**src/rtl/mre_pkg.sv**
```systemverilog
// shared constants, types and codes for the midpoint ellipse rasterizer
package mre_pkg;

	localparam int COORD_BITS    = 11;
	localparam int AXIS_BITS     = 10;
	localparam int COLOR_BITS    = 4;
	localparam int OUT_BITS      = COORD_BITS + 2;
	localparam int SQ_BITS       = 2 * AXIS_BITS;
	localparam int SLOPE_BITS    = 3 * AXIS_BITS + 2;
	localparam int MUL_BITS      = 2 * AXIS_BITS + 2;
	localparam int PROD_BITS     = 2 * MUL_BITS;
	localparam int DEC_BITS      = 4 * AXIS_BITS + 8;
	localparam int CFG_IDX_BITS  = 3;
	localparam int CFG_DATA_BITS = (COORD_BITS > AXIS_BITS) ? COORD_BITS : AXIS_BITS;

	typedef enum logic [CFG_IDX_BITS-1:0] {
		REG_CENTER_X    = 3'd0,
		REG_CENTER_Y    = 3'd1,
		REG_SEMI_AXIS_X = 3'd2,
		REG_SEMI_AXIS_Y = 3'd3,
		REG_PIXEL_COLOR = 3'd4
	} reg_index_t;

	typedef enum logic [1:0] {
		PH_DONE = 2'd0,
		PH_R1   = 2'd1,
		PH_R2   = 2'd2
	} phase_t;

	typedef struct packed {
		logic [COORD_BITS-1:0] center_x;
		logic [COORD_BITS-1:0] center_y;
		logic [AXIS_BITS-1:0]  semi_axis_x;
		logic [AXIS_BITS-1:0]  semi_axis_y;
		logic [COLOR_BITS-1:0] pixel_color;
	} cfg_t;

endpackage

```
**src/rtl/mre_mul.sv**
```systemverilog
// shared unsigned multiplier with registered product
module mre_mul (
	input  logic                           clk,
	input  logic [mre_pkg::MUL_BITS-1:0]   op_a,
	input  logic [mre_pkg::MUL_BITS-1:0]   op_b,
	output logic [mre_pkg::PROD_BITS-1:0]  prod
);

	localparam int PW = mre_pkg::PROD_BITS;

	logic [PW-1:0] prod_q;

	always_ff @(posedge clk) begin
		prod_q <= PW'(op_a) * PW'(op_b);
	end

	assign prod = prod_q;

endmodule

```
**src/rtl/mre_cfg.sv**
```systemverilog
// configuration register file: center, semi-axes and color
module mre_cfg (
	input  logic                                clk,
	input  logic                                arst_n,
	input  logic                                wr_en,
	input  logic [mre_pkg::CFG_IDX_BITS-1:0]    wr_index,
	input  logic [mre_pkg::CFG_DATA_BITS-1:0]   wr_data,
	output mre_pkg::cfg_t                       cfg
);

	localparam int CW = mre_pkg::COORD_BITS;
	localparam int AW = mre_pkg::AXIS_BITS;
	localparam int KW = mre_pkg::COLOR_BITS;

	mre_pkg::cfg_t cfg_q;

	always_ff @(posedge clk or negedge arst_n) begin
		if (!arst_n) begin
			cfg_q.center_x    <= '0;
			cfg_q.center_y    <= '0;
			cfg_q.semi_axis_x <= '0;
			cfg_q.semi_axis_y <= '0;
			cfg_q.pixel_color <= '1;
		end else if (wr_en) begin
			unique case (wr_index)
				mre_pkg::REG_CENTER_X:    cfg_q.center_x    <= CW'(wr_data);
				mre_pkg::REG_CENTER_Y:    cfg_q.center_y    <= CW'(wr_data);
				mre_pkg::REG_SEMI_AXIS_X: cfg_q.semi_axis_x <= AW'(wr_data);
				mre_pkg::REG_SEMI_AXIS_Y: cfg_q.semi_axis_y <= AW'(wr_data);
				mre_pkg::REG_PIXEL_COLOR: cfg_q.pixel_color <= KW'(wr_data);
				default: ;
			endcase
		end
	end

	assign cfg = cfg_q;

endmodule

```
**src/rtl/midpoint_ellipse_rasterizer.sv**
```systemverilog
// top level: step sequencer and datapath of the midpoint ellipse rasterizer
//
//  channel   handshake                   payload
//  item      item_valid / item_stall     restart
//  result    result_valid / result_stall right_x left_x lower_y upper_y color_out
//                                        point_valid last_point
//  config    cfg_valid / cfg_ready       cfg_index cfg_data
//
// one transaction per item; item_stall is high from acceptance until the result is staged
// restart: a^2, b^2, a^2*b, start values, emit; advance: a^2, b^2, step x/y and d, emit,
// forming the region-2 start value first when crossing; after the end an advance only emits;
// one 22x22 multiplier serves all; a full result register lets the next item in while it waits
// asynchronous active-low reset clears all state, phase resets to done, color to 15
module midpoint_ellipse_rasterizer (
	input  logic                                       clk,
	input  logic                                       arst_n,
	input  logic                                       item_valid,
	output logic                                       item_stall,
	input  logic                                       restart,
	output logic                                       result_valid,
	input  logic                                       result_stall,
	output logic signed [mre_pkg::OUT_BITS-1:0]        right_x,
	output logic signed [mre_pkg::OUT_BITS-1:0]        left_x,
	output logic signed [mre_pkg::OUT_BITS-1:0]        lower_y,
	output logic signed [mre_pkg::OUT_BITS-1:0]        upper_y,
	output logic [mre_pkg::COLOR_BITS-1:0]             color_out,
	output logic                                       point_valid,
	output logic                                       last_point,
	input  logic                                       cfg_valid,
	output logic                                       cfg_ready,
	input  logic [mre_pkg::CFG_IDX_BITS-1:0]           cfg_index,
	input  logic [mre_pkg::CFG_DATA_BITS-1:0]          cfg_data
);

	localparam int AW = mre_pkg::AXIS_BITS;
	localparam int SW = mre_pkg::SLOPE_BITS;
	localparam int QW = mre_pkg::SQ_BITS;
	localparam int MW = mre_pkg::MUL_BITS;
	localparam int PW = mre_pkg::PROD_BITS;
	localparam int DW = mre_pkg::DEC_BITS;
	localparam int OW = mre_pkg::OUT_BITS;
	localparam int KW = mre_pkg::COLOR_BITS;

	typedef enum logic [13:0] {
		ST_IDLE   = 14'b00_0000_0000_0001,
		ST_SQ_A   = 14'b00_0000_0000_0010,
		ST_SQ_B   = 14'b00_0000_0000_0100,
		ST_SQ_C   = 14'b00_0000_0000_1000,
		ST_RS_SET = 14'b00_0000_0001_0000,
		ST_TR_YY  = 14'b00_0000_0010_0000,
		ST_TR_BT  = 14'b00_0000_0100_0000,
		ST_TR_AY  = 14'b00_0000_1000_0000,
		ST_TR_AB  = 14'b00_0001_0000_0000,
		ST_TR_FIN = 14'b00_0010_0000_0000,
		ST_UPD1   = 14'b00_0100_0000_0000,
		ST_UPD2   = 14'b00_1000_0000_0000,
		ST_EMIT   = 14'b01_0000_0000_0000,
		ST_SPARE  = 14'b10_0000_0000_0000
	} state_t;

	state_t            state_q;
	mre_pkg::phase_t   phase_q;
	mre_pkg::cfg_t     cfg;

	logic [AW-1:0] x_q, y_q;
	logic [SW-1:0] sx_q, sy_q;
	logic [DW-1:0] d_q;
	logic [QW-1:0] a2_q, b2_q;
	logic [MW-1:0] tmp_q;
	logic          restart_q;
	logic          sx_add_q, sy_sub_q;
	logic          pend_valid_q, pend_last_q;

	logic          res_valid_q;
	logic [OW-1:0] res_right_q, res_left_q, res_lower_q, res_upper_q;
	logic [KW-1:0] res_color_q;
	logic          res_point_q, res_last_q;

	logic [MW-1:0] op_a, op_b;
	logic [PW-1:0] prod;
	logic [MW-1:0] t_val, ym_val;
	logic [DW-1:0] step_term;
	logic          item_acc, d_neg, is_r1, out_free;

	mre_cfg u_cfg (
		.clk      (clk),
		.arst_n   (arst_n),
		.wr_en    (cfg_valid & cfg_ready),
		.wr_index (cfg_index),
		.wr_data  (cfg_data),
		.cfg      (cfg)
	);

	mre_mul u_mul (
		.clk  (clk),
		.op_a (op_a),
		.op_b (op_b),
		.prod (prod)
	);

	assign cfg_ready  = 1'b1;
	assign item_stall = (state_q != ST_IDLE);
	assign item_acc   = item_valid & ~item_stall;
	assign out_free   = ~res_valid_q | ~result_stall;
	assign d_neg      = d_q[DW-1];
	assign is_r1      = (phase_q == mre_pkg::PH_R1);
	assign t_val      = MW'({x_q, 1'b1});
	assign ym_val     = MW'(y_q - AW'(1));

	// slope term y is two's complement: it can run below zero after a shape change
	assign step_term = (sx_add_q ? DW'(sx_q) : '0) - (sy_sub_q ? DW'(signed'(sy_q)) : '0)
		+ DW'(is_r1 ? b2_q : a2_q);

	// multiplier operand selection
	always_comb begin
		op_a = '0;
		op_b = '0;
		unique case (state_q)
			ST_SQ_A: begin
				op_a = MW'(cfg.semi_axis_x);
				op_b = MW'(cfg.semi_axis_x);
			end
			ST_SQ_B: begin
				op_a = MW'(cfg.semi_axis_y);
				op_b = MW'(cfg.semi_axis_y);
			end
			ST_SQ_C: begin
				if (restart_q) begin
					op_a = MW'(a2_q);
					op_b = MW'(cfg.semi_axis_y);
				end else begin
					op_a = t_val;
					op_b = t_val;
				end
			end
			ST_TR_YY: begin
				op_a = ym_val;
				op_b = ym_val;
			end
			ST_TR_BT: begin
				op_a = MW'(b2_q);
				op_b = tmp_q;
			end
			ST_TR_AY: begin
				op_a = MW'(a2_q);
				op_b = tmp_q;
			end
			ST_TR_AB: begin
				op_a = MW'(a2_q);
				op_b = MW'(b2_q);
			end
			default: ;
		endcase
	end

	always_ff @(posedge clk or negedge arst_n) begin
		if (!arst_n) begin
			state_q      <= ST_IDLE;
			phase_q      <= mre_pkg::PH_DONE;
			x_q          <= '0;
			y_q          <= '0;
			sx_q         <= '0;
			sy_q         <= '0;
			d_q          <= '0;
			a2_q         <= '0;
			b2_q         <= '0;
			tmp_q        <= '0;
			restart_q    <= 1'b0;
			sx_add_q     <= 1'b0;
			sy_sub_q     <= 1'b0;
			pend_valid_q <= 1'b0;
			pend_last_q  <= 1'b0;
		end else begin
			unique case (state_q)
				ST_IDLE: begin
					if (item_acc) begin
						restart_q <= restart;
						if (!restart && phase_q == mre_pkg::PH_DONE) begin
							pend_valid_q <= 1'b0;
							pend_last_q  <= 1'b0;
							state_q      <= ST_EMIT;
						end else begin
							state_q <= ST_SQ_A;
						end
					end
				end
				ST_SQ_A: state_q <= ST_SQ_B;
				ST_SQ_B: begin
					a2_q    <= QW'(prod);
					state_q <= ST_SQ_C;
				end
				ST_SQ_C: begin
					b2_q <= QW'(prod);
					priority if (restart_q) begin
						state_q <= ST_RS_SET;
					end else if (is_r1 && !(sx_q < sy_q)) begin
						state_q <= ST_TR_YY;
					end else begin
						state_q <= ST_UPD1;
					end
				end
				ST_RS_SET: begin
					x_q          <= '0;
					y_q          <= cfg.semi_axis_y;
					sx_q         <= '0;
					sy_q         <= SW'({prod, 1'b0});
					d_q          <= (DW'(b2_q) << 2) - (DW'(prod) << 2) + DW'(a2_q);
					phase_q      <= (cfg.semi_axis_y == '0) ? mre_pkg::PH_DONE : mre_pkg::PH_R1;
					pend_valid_q <= 1'b1;
					pend_last_q  <= (cfg.semi_axis_y == '0);
					state_q      <= ST_EMIT;
				end
				ST_TR_YY: begin
					tmp_q   <= MW'(prod);
					state_q <= ST_TR_BT;
				end
				ST_TR_BT: begin
					tmp_q   <= MW'(prod);
					state_q <= ST_TR_AY;
				end
				ST_TR_AY: begin
					d_q     <= DW'(prod);
					state_q <= ST_TR_AB;
				end
				ST_TR_AB: begin
					d_q     <= d_q + (DW'(prod) << 2);
					state_q <= ST_TR_FIN;
				end
				ST_TR_FIN: begin
					d_q     <= d_q - (DW'(prod) << 2);
					phase_q <= mre_pkg::PH_R2;
					state_q <= ST_UPD1;
				end
				ST_UPD1: begin
					sx_add_q <= is_r1 | d_neg;
					sy_sub_q <= ~is_r1 | ~d_neg;
					if (is_r1 || d_neg) begin
						x_q  <= x_q + AW'(1);
						sx_q <= sx_q + SW'({b2_q, 1'b0});
					end
					if (!is_r1 || !d_neg) begin
						y_q  <= y_q - AW'(1);
						sy_q <= sy_q - SW'({a2_q, 1'b0});
					end
					state_q <= ST_UPD2;
				end
				ST_UPD2: begin
					d_q          <= d_q + (step_term << 2);
					pend_valid_q <= 1'b1;
					pend_last_q  <= (y_q == '0);
					if (y_q == '0) begin
						phase_q <= mre_pkg::PH_DONE;
					end
					state_q <= ST_EMIT;
				end
				ST_EMIT: begin
					if (out_free) begin
						state_q <= ST_IDLE;
					end
				end
				default: state_q <= ST_IDLE;
			endcase
		end
	end

	// result register
	always_ff @(posedge clk or negedge arst_n) begin
		if (!arst_n) begin
			res_valid_q <= 1'b0;
			res_right_q <= '0;
			res_left_q  <= '0;
			res_lower_q <= '0;
			res_upper_q <= '0;
			res_color_q <= '0;
			res_point_q <= 1'b0;
			res_last_q  <= 1'b0;
		end else begin
			if (state_q == ST_EMIT && out_free) begin
				res_valid_q <= 1'b1;
				res_right_q <= pend_valid_q ? OW'(cfg.center_x) + OW'(x_q) : '0;
				res_left_q  <= pend_valid_q ? OW'(cfg.center_x) - OW'(x_q) : '0;
				res_lower_q <= pend_valid_q ? OW'(cfg.center_y) + OW'(y_q) : '0;
				res_upper_q <= pend_valid_q ? OW'(cfg.center_y) - OW'(y_q) : '0;
				res_color_q <= pend_valid_q ? cfg.pixel_color : '0;
				res_point_q <= pend_valid_q;
				res_last_q  <= pend_last_q;
			end else if (!result_stall) begin
				res_valid_q <= 1'b0;
			end
		end
	end

	assign result_valid = res_valid_q;
	assign right_x      = res_right_q;
	assign left_x       = res_left_q;
	assign lower_y      = res_lower_q;
	assign upper_y      = res_upper_q;
	assign color_out    = res_color_q;
	assign point_valid  = res_point_q;
	assign last_point   = res_last_q;

	a_r1_only_from_restart: assert property (@(posedge clk) disable iff (!arst_n)
		(phase_q != mre_pkg::PH_R1 && state_q != ST_RS_SET) |=> (phase_q != mre_pkg::PH_R1))
		else $error("region 1 entered without a restart");

	a_last_has_point: assert property (@(posedge clk) disable iff (!arst_n)
		(result_valid && last_point) |-> point_valid)
		else $error("last point flagged on an empty result");

	a_result_from_emit: assert property (@(posedge clk) disable iff (!arst_n)
		$rose(result_valid) |-> $past(state_q == ST_EMIT))
		else $error("result staged outside the emit step");

	a_done_stays_done: assert property (@(posedge clk) disable iff (!arst_n)
		(phase_q == mre_pkg::PH_DONE && state_q != ST_RS_SET) |=> (phase_q == mre_pkg::PH_DONE))
		else $error("drawing resumed without a restart");

endmodule
```
**config.mk**
```make
export PLATFORM = sky130hd
export DESIGN_NAME = midpoint_ellipse_rasterizer
export DESIGN_NICKNAME = d
export VERILOG_FILES = /design/src/rtl/mre_pkg.sv /design/src/rtl/mre_mul.sv /design/src/rtl/mre_cfg.sv /design/src/rtl/midpoint_ellipse_rasterizer.sv
export SDC_FILE = /design/constraint.sdc
export NUM_CORES = 2
export LEC_CHECK = 0
export ABC_AREA = 1
export BUFFER_PORTS_ARGS = -buffer_cell sky130_fd_sc_hd__buf_2
export CAP_MARGIN = 10
export CORE_MARGIN = 2
export CORE_UTILIZATION = 35
export CTS_CLUSTER_SIZE = 14
export DETAILED_ROUTE_END_ITERATION = 10
export PLACE_DENSITY_LB_ADDON = 0.15
export SETUP_SLACK_MARGIN = 0.2
export SKIP_CTS_REPAIR_TIMING = 1
export SYNTH_ARGS = -nofsm -noshare
export SYNTH_HDL_FRONTEND = slang
export SYNTH_SLANG_ARGS = --single-unit
```
**constraint.sdc**
```tcl
create_clock -name clk -period 10.8 [get_ports clk]
set_input_delay 1.08 -clock clk [delete_from_list [all_inputs] [get_ports clk]]
set_output_delay 1.08 -clock clk [all_outputs]
set_load 0.01 [all_outputs]
```
# == Word level (Yosys, flattened, before mapping) ==
# Index checks and enable logic that the tools add are counted.
# totals
register_bits,364
output_inout_bits,61
# op_classes
n_eq_ne,26
n_mux,36
magnitude_cmp,1
n_reduce_logical,34
n_mul,1
bitwise,9
addsub,16
# ops
op,n
22-bit case mux with 6 select lines,2
48-bit case mux with 5 select lines,1
14-bit case mux with 12 select lines,1
32-bit case mux with 2 select lines,2
32-bit 2-to-1 mux,3
47-bit by 21-bit adder with 48-bit output,1
48-bit by 46-bit adder with 48-bit output,1
48-bit adder,1
48-bit by 46-bit subtractor with 48-bit output,1
22-bit by 46-bit subtractor with 47-bit output,1
46-bit by 20-bit adder with 46-bit output,1
46-bit 2-to-1 mux,1
32-bit by 46-bit subtractor with 46-bit output,1
22-bit by 22-bit multiplier with 44-bit output,1
20-bit 2-to-1 mux,2
10-bit case mux with 2 select lines,2
13-bit 2-to-1 mux,3
11-bit 2-to-1 mux,3
32-bit by 21-bit adder with 32-bit output,1
32-bit less-than comparator,1
32-bit by 21-bit subtractor with 32-bit output,1
14-bit 2-to-1 mux,2
11-bit by 10-bit adder with 12-bit output,2
12-bit 2-to-1 mux,2
46 further kinds,86

# == Longest topological paths before layout ==
# logic_depth
word_depth,6
depth_mapped,43

# == By module ==
# Synthesis repeated with hierarchy kept, for this count alone.
# unflattened
hier_cells,7026
area_unflattened_um2,48347.6
# by_module_without_submodules
mod,area_each_um2,cells_each,n_inst
midpoint_ellipse_rasterizer,28701.3,4454,1
mre_mul,17788.3,2361,1
mre_cfg,1858.0,211,1

# == Worst setup path before layout ==
# Ideal clock, no wire load.
# synth_timing
path_type,register to register
start,register y_q[1]
end,register u_mul.prod_q[33] (netlist: u_mul.prod[33])
path_buffers,1
setup_slack_ns,2.962
stages_incl_launch_ff,37
required_ns,10.677
t_arrival_ns,7.715
setup_ns,0.123
path_cell_list,dfrtp_1 -> inv_1 -> ha_1 -> nand4_1 -> nor3_2 -> nand3_1 -> nor2_8 -> inv_4 -> o21ai_1 -> inv_1 -> o211ai_2 -> buf_2 -> nand2_1 -> fa_1 -> inv_1 -> fa_1 -> inv_1 -> fa_1 -> inv_1 -> fa_1 -> inv_1 -> fa_1 -> inv_1 -> fa_1 -> inv_1 -> fa_1 -> inv_1 -> ha_1 -> a21oi_1 -> o21ai_0 -> a211oi_1 -> nand2_1 -> a21oi_1 -> o21ai_0 -> a21oi_1 -> o21bai_1 -> xor2_1
# synth_via
elab_chain_cells,3
word_cells_on_any_way,4
cone_classes,add/sub (1); mul (1); mux (2)
# synth_rtl
element,line_no,rtl
"start, declared",midpoint_ellipse_rasterizer.sv:65,"logic [AW-1:0] x_q, y_q;"
"start signal, assigned",midpoint_ellipse_rasterizer.sv:204,y_q <= cfg.semi_axis_y;
"start signal, assigned",midpoint_ellipse_rasterizer.sv:242,y_q <= y_q - AW'(1);
10-bit by 1-bit subtractor with 11-bit output *,midpoint_ellipse_rasterizer.sv:108,assign ym_val = MW'(y_q - AW'(1));
22-bit case mux with 6 select lines,midpoint_ellipse_rasterizer.sv:118,unique case (state_q)
22-bit by 22-bit multiplier with 44-bit output *,mre_mul.sv:14,prod_q <= PW'(op_a) * PW'(op_b);
"end signal, assigned",mre_mul.sv:14,
"end, declared",mre_mul.sv:11,logic [PW-1:0] prod_q;
# Every way passes the cells marked *; elsewhere a longest branch is shown, timed or not.
# A chain may end at the register's enable or synchronous reset.

# == Worst setup path after layout ==
# layout_timing
start,register state_q[9]
end,register u_mul.prod_q[33] (netlist: u_mul.prod[33])
# layout_via
elab_chain_cells,4
word_cells_on_any_way,12
cone_classes,mul (1); eq/ne (7); mux (2); reduce/logical (2)
# layout_rtl
element,line_no,rtl
"start, declared",midpoint_ellipse_rasterizer.sv:61,state_t state_q;
"start signal, assigned",midpoint_ellipse_rasterizer.sv:158,state_q <= ST_IDLE;
"start signal, assigned",midpoint_ellipse_rasterizer.sv:181,state_q <= ST_EMIT;
"start signal, assigned",midpoint_ellipse_rasterizer.sv:183,state_q <= ST_SQ_A;
"14-bit by 9-bit equality test with 1-bit output, or another cell as far along",midpoint_ellipse_rasterizer.sv:118,
2-bit OR reduction (no line),-,
22-bit case mux with 6 select lines,midpoint_ellipse_rasterizer.sv:118,
22-bit by 22-bit multiplier with 44-bit output *,mre_mul.sv:14,
# Marks and branches as above.

==> results_dict.tcl <==
set metrics [dict create \
    status "completed" \
    nNetsFinal 7605 \
    numPortBuffers 77 \
    path_clk_slew_ns 0.06 \
    setup_violations 0 \
    crit_slowest_cell "nand2_1" \
    cts_buffers 49 \
    wl_per_cell_um 23.5 \
    drt_iter0_drc 4407 \
    place_congestion 0.975 \
    worstHoldPathType "primary input to async pin" \
    slew_viol_final 0 \
    synth_cell_type_count 71 \
    synth_top_area_share_pct 17.9 \
    setup.worst_path.class "flip-flop to flip-flop" \
    grt_first_pass_wirelength_um 301000 \
    utilization_pct 38.3 \
    mostFrequentLayoutCell "nand2_1" \
    tns_ns 0 \
    antenna_found_initial 3 \
    synth_seq_area_share_pct 18.1 \
    htree_levels 2 \
    ys_ff_latch 353 \
    skew_ns 0.0275 \
    dr_total_vias 45820 \
    hold_violations 0 \
    postSynthAreaPerCell_um2 7.08 \
    grt_max_degree 76 \
    area_growth_pct 8.62 \
    slowest_delay_ns 0.84 \
    grt_pass1_vias 45523 \
    dr.pass1.iters 6 \
    rows 135 \
    ys.flop_type "dfrtp_1" \
    cp-end-kind "flip-flop" \
    ant_nets 0 \
    place_hpwl_um 165000 \
    crit_fanout 22 \
    fillers 14610 \
    finalCritPeriodShare_pct 89.5 \
    die-height_um 373 \
    clk_latency_ns 0.66 \
    die-area_um2 139000 \
    layout_common_cells "nand2_1, inv_1, nor2_1" \
    crit_arrival_ns 10.24 \
    vdd_drop_max_uv 120 \
    yosys_warnings 0 \
    required_ns 11.38 \
    viasPerCell 5.34 \
    p_per_area_nw_per_um2 97.4 \
    drive_gt1_share_pct 6.15 \
    synth_area_leader_cell "fa_1" \
    worstMarginPinSlew_ns 1.31 \
    synth.area.top_cells "fa_1, dfrtp_1, nand2_1" \
    relSlewSlack_pct 12.2 \
    floorplan.io_pins 81 \
    netlist_area_um2 47700 \
    drcViolationCount 0 \
    synth_edf_count 0 \
    coreArea_um2 135000 \
    synthArstFlopShare_pct 87.5 \
    start_kind "flip-flop" \
    track_usage_pct 28.8 \
    routed_wl_um 202000 \
    path_delay_family "adder cells" \
    clockRootBuffer "clkbuf_16" \
    maxCapViolCount 0 \
    finalCriticalPeriod_ns 9.66 \
    critPathBufInv 8 \
    setup_ws_ns 1.14 \
    rsz0062_at_grt "false" \
    synth_cells 6728 \
    clockBufferDepth 3 \
    grt.overflow.total 0 \
    p_leak_nw 27.9 \
    clock_sinks 353 \
    cts_tree "yes" \
    die_w_um 373 \
    preCtsSetupSlack_ns 1.22 \
    max_freq_mhz 104 \
    start_util_pct 35.2 \
]
-- power by group --
part           internal [W]  switching [W]
combinational      0.000514        0.00121
clock               0.00107       0.000738
sequential          0.00141      0.0000926
-- stage by stage --
stage | hold WS (ns) | std cells | power, W | instance area [um2]
2_1_floorplan | 0.452 | 6732 | 0.00269 | 47700
3_3_place_gp | 0.451 | 8486 | 0.00322 | 50000
3_5_place_dp | 0.465 | 8486 | 0.00323 | 50000
4_1_cts | 0.396 | 8577 | 0.00507 | 51700
5_1_grt | 0.431 | 8578 | 0.00534 | 51800
6_report | 0.401 | 8581 | 0.00504 | 51800
-- synthesized netlist by cell type (all sizes together), types with 4 or more instances --
cell type and count:
nand2 1578, inv 1331, nor2 622, o21ai 455
fa 425, ha 403, a21oi 382, nand3 305
dfrtp 304, xor2 95, buf 90, nor3 86
a31oi 76, clkbuf 69, nand4 55, dfxtp 44
xnor2 42, o211ai 41, or2 40, a221oi 24
o31ai 24, o221ai 22, a21o 20, nor4 20
o22ai 20, a211oi 18, o21bai 18, a22oi 17
o21a 17, a21boi 13, a22o 13, clkinv 10
nand3b 10, o2111ai 7, a32o 6, and3 5
dfstp 5, a311oi 4
-- cell type report --
| class | instances | area, um2 | area share [%] |
|---|---|---|---|
| Timing Repair Buffer | 133 | 820 | 1.58 |
| Multi-Input combinational cell | 4879 | 33300 | 64.3 |
| Clock buffer | 69 | 1420 | 2.75 |
| Antenna cell | 3 | 7.51 | 0.0145 |
| Sequential cell | 353 | 8620 | 16.7 |
| Tap cell | 1781 | 2230 | 4.30 |
| Inverter | 1341 | 5050 | 9.75 |
| Clock inverter | 22 | 357 | 0.689 |
-- flip-flops by register name, indices dropped and copies added, names as in the netlist, 12 cells and up --
signal	cells
a2_q	20
b2_q	20
d_q	46
lower_y	12
right_x	12
state_q	13
sx_q	31
sy_q	31
tmp_q	22
u_cfg.cfg	46
u_mul.prod	44
-- worst reg2reg max path: cells and delay by family (launching register included) --
kind                     cells  cell delay [ns]
AO/OA/AOI/OAI                6             1.35
flip-flops                   1             0.38
buffers and inverters        8             0.99
XOR/XNOR                     1             0.18
adder cells (fa/ha/maj)      8             3.88
AND/OR/NAND/NOR             10             2.80
-- per-layer routing --
layer	up-vias	global-route usage (%)	part of all wire [%]
met1	22550	39.8	44
met2	1547	45.2	44
li1	21422	-	-
met3	301	3.46	6.6
met5	-	0	0
met4	0	12.2	4.9
-- path summary, 6_finish.rpt --
kind | cells past startpoint | endpoint | start | slack [ns]
setup / recovery | 33 | u_mul.prod[33] | state_q[9] | 1.14
max in group asynchronous | 3 | sy_q[23] | arst_n | 8.37
hold reg to reg | 2 | point_valid | point_valid | 0.48
hold / removal | 1 | upper_y[4] | arst_n | 0.40
min in group clk | 2 | point_valid | point_valid | 0.48
setup reg to reg | 33 | u_mul.prod[33] | state_q[9] | 1.14
-- logic make-up (layout without fill, tap and decap cells) --
group / Yosys count / after routing / share of synthesized area [%]
simple gates: 2727 / 2727 / 24.2
buf+inv: 1500 / 1565 / 12.2
compound gates: 1181 / 1181 / 14.6
fa+ha+maj: 828 / 828 / 28.4
flops: 353 / 353 / 18.1
xor+xnor: 137 / 137 / 2.52
other cells: 2 / 9 / 0.0158
No activity file was read; power rests on OpenSTA's default activity.
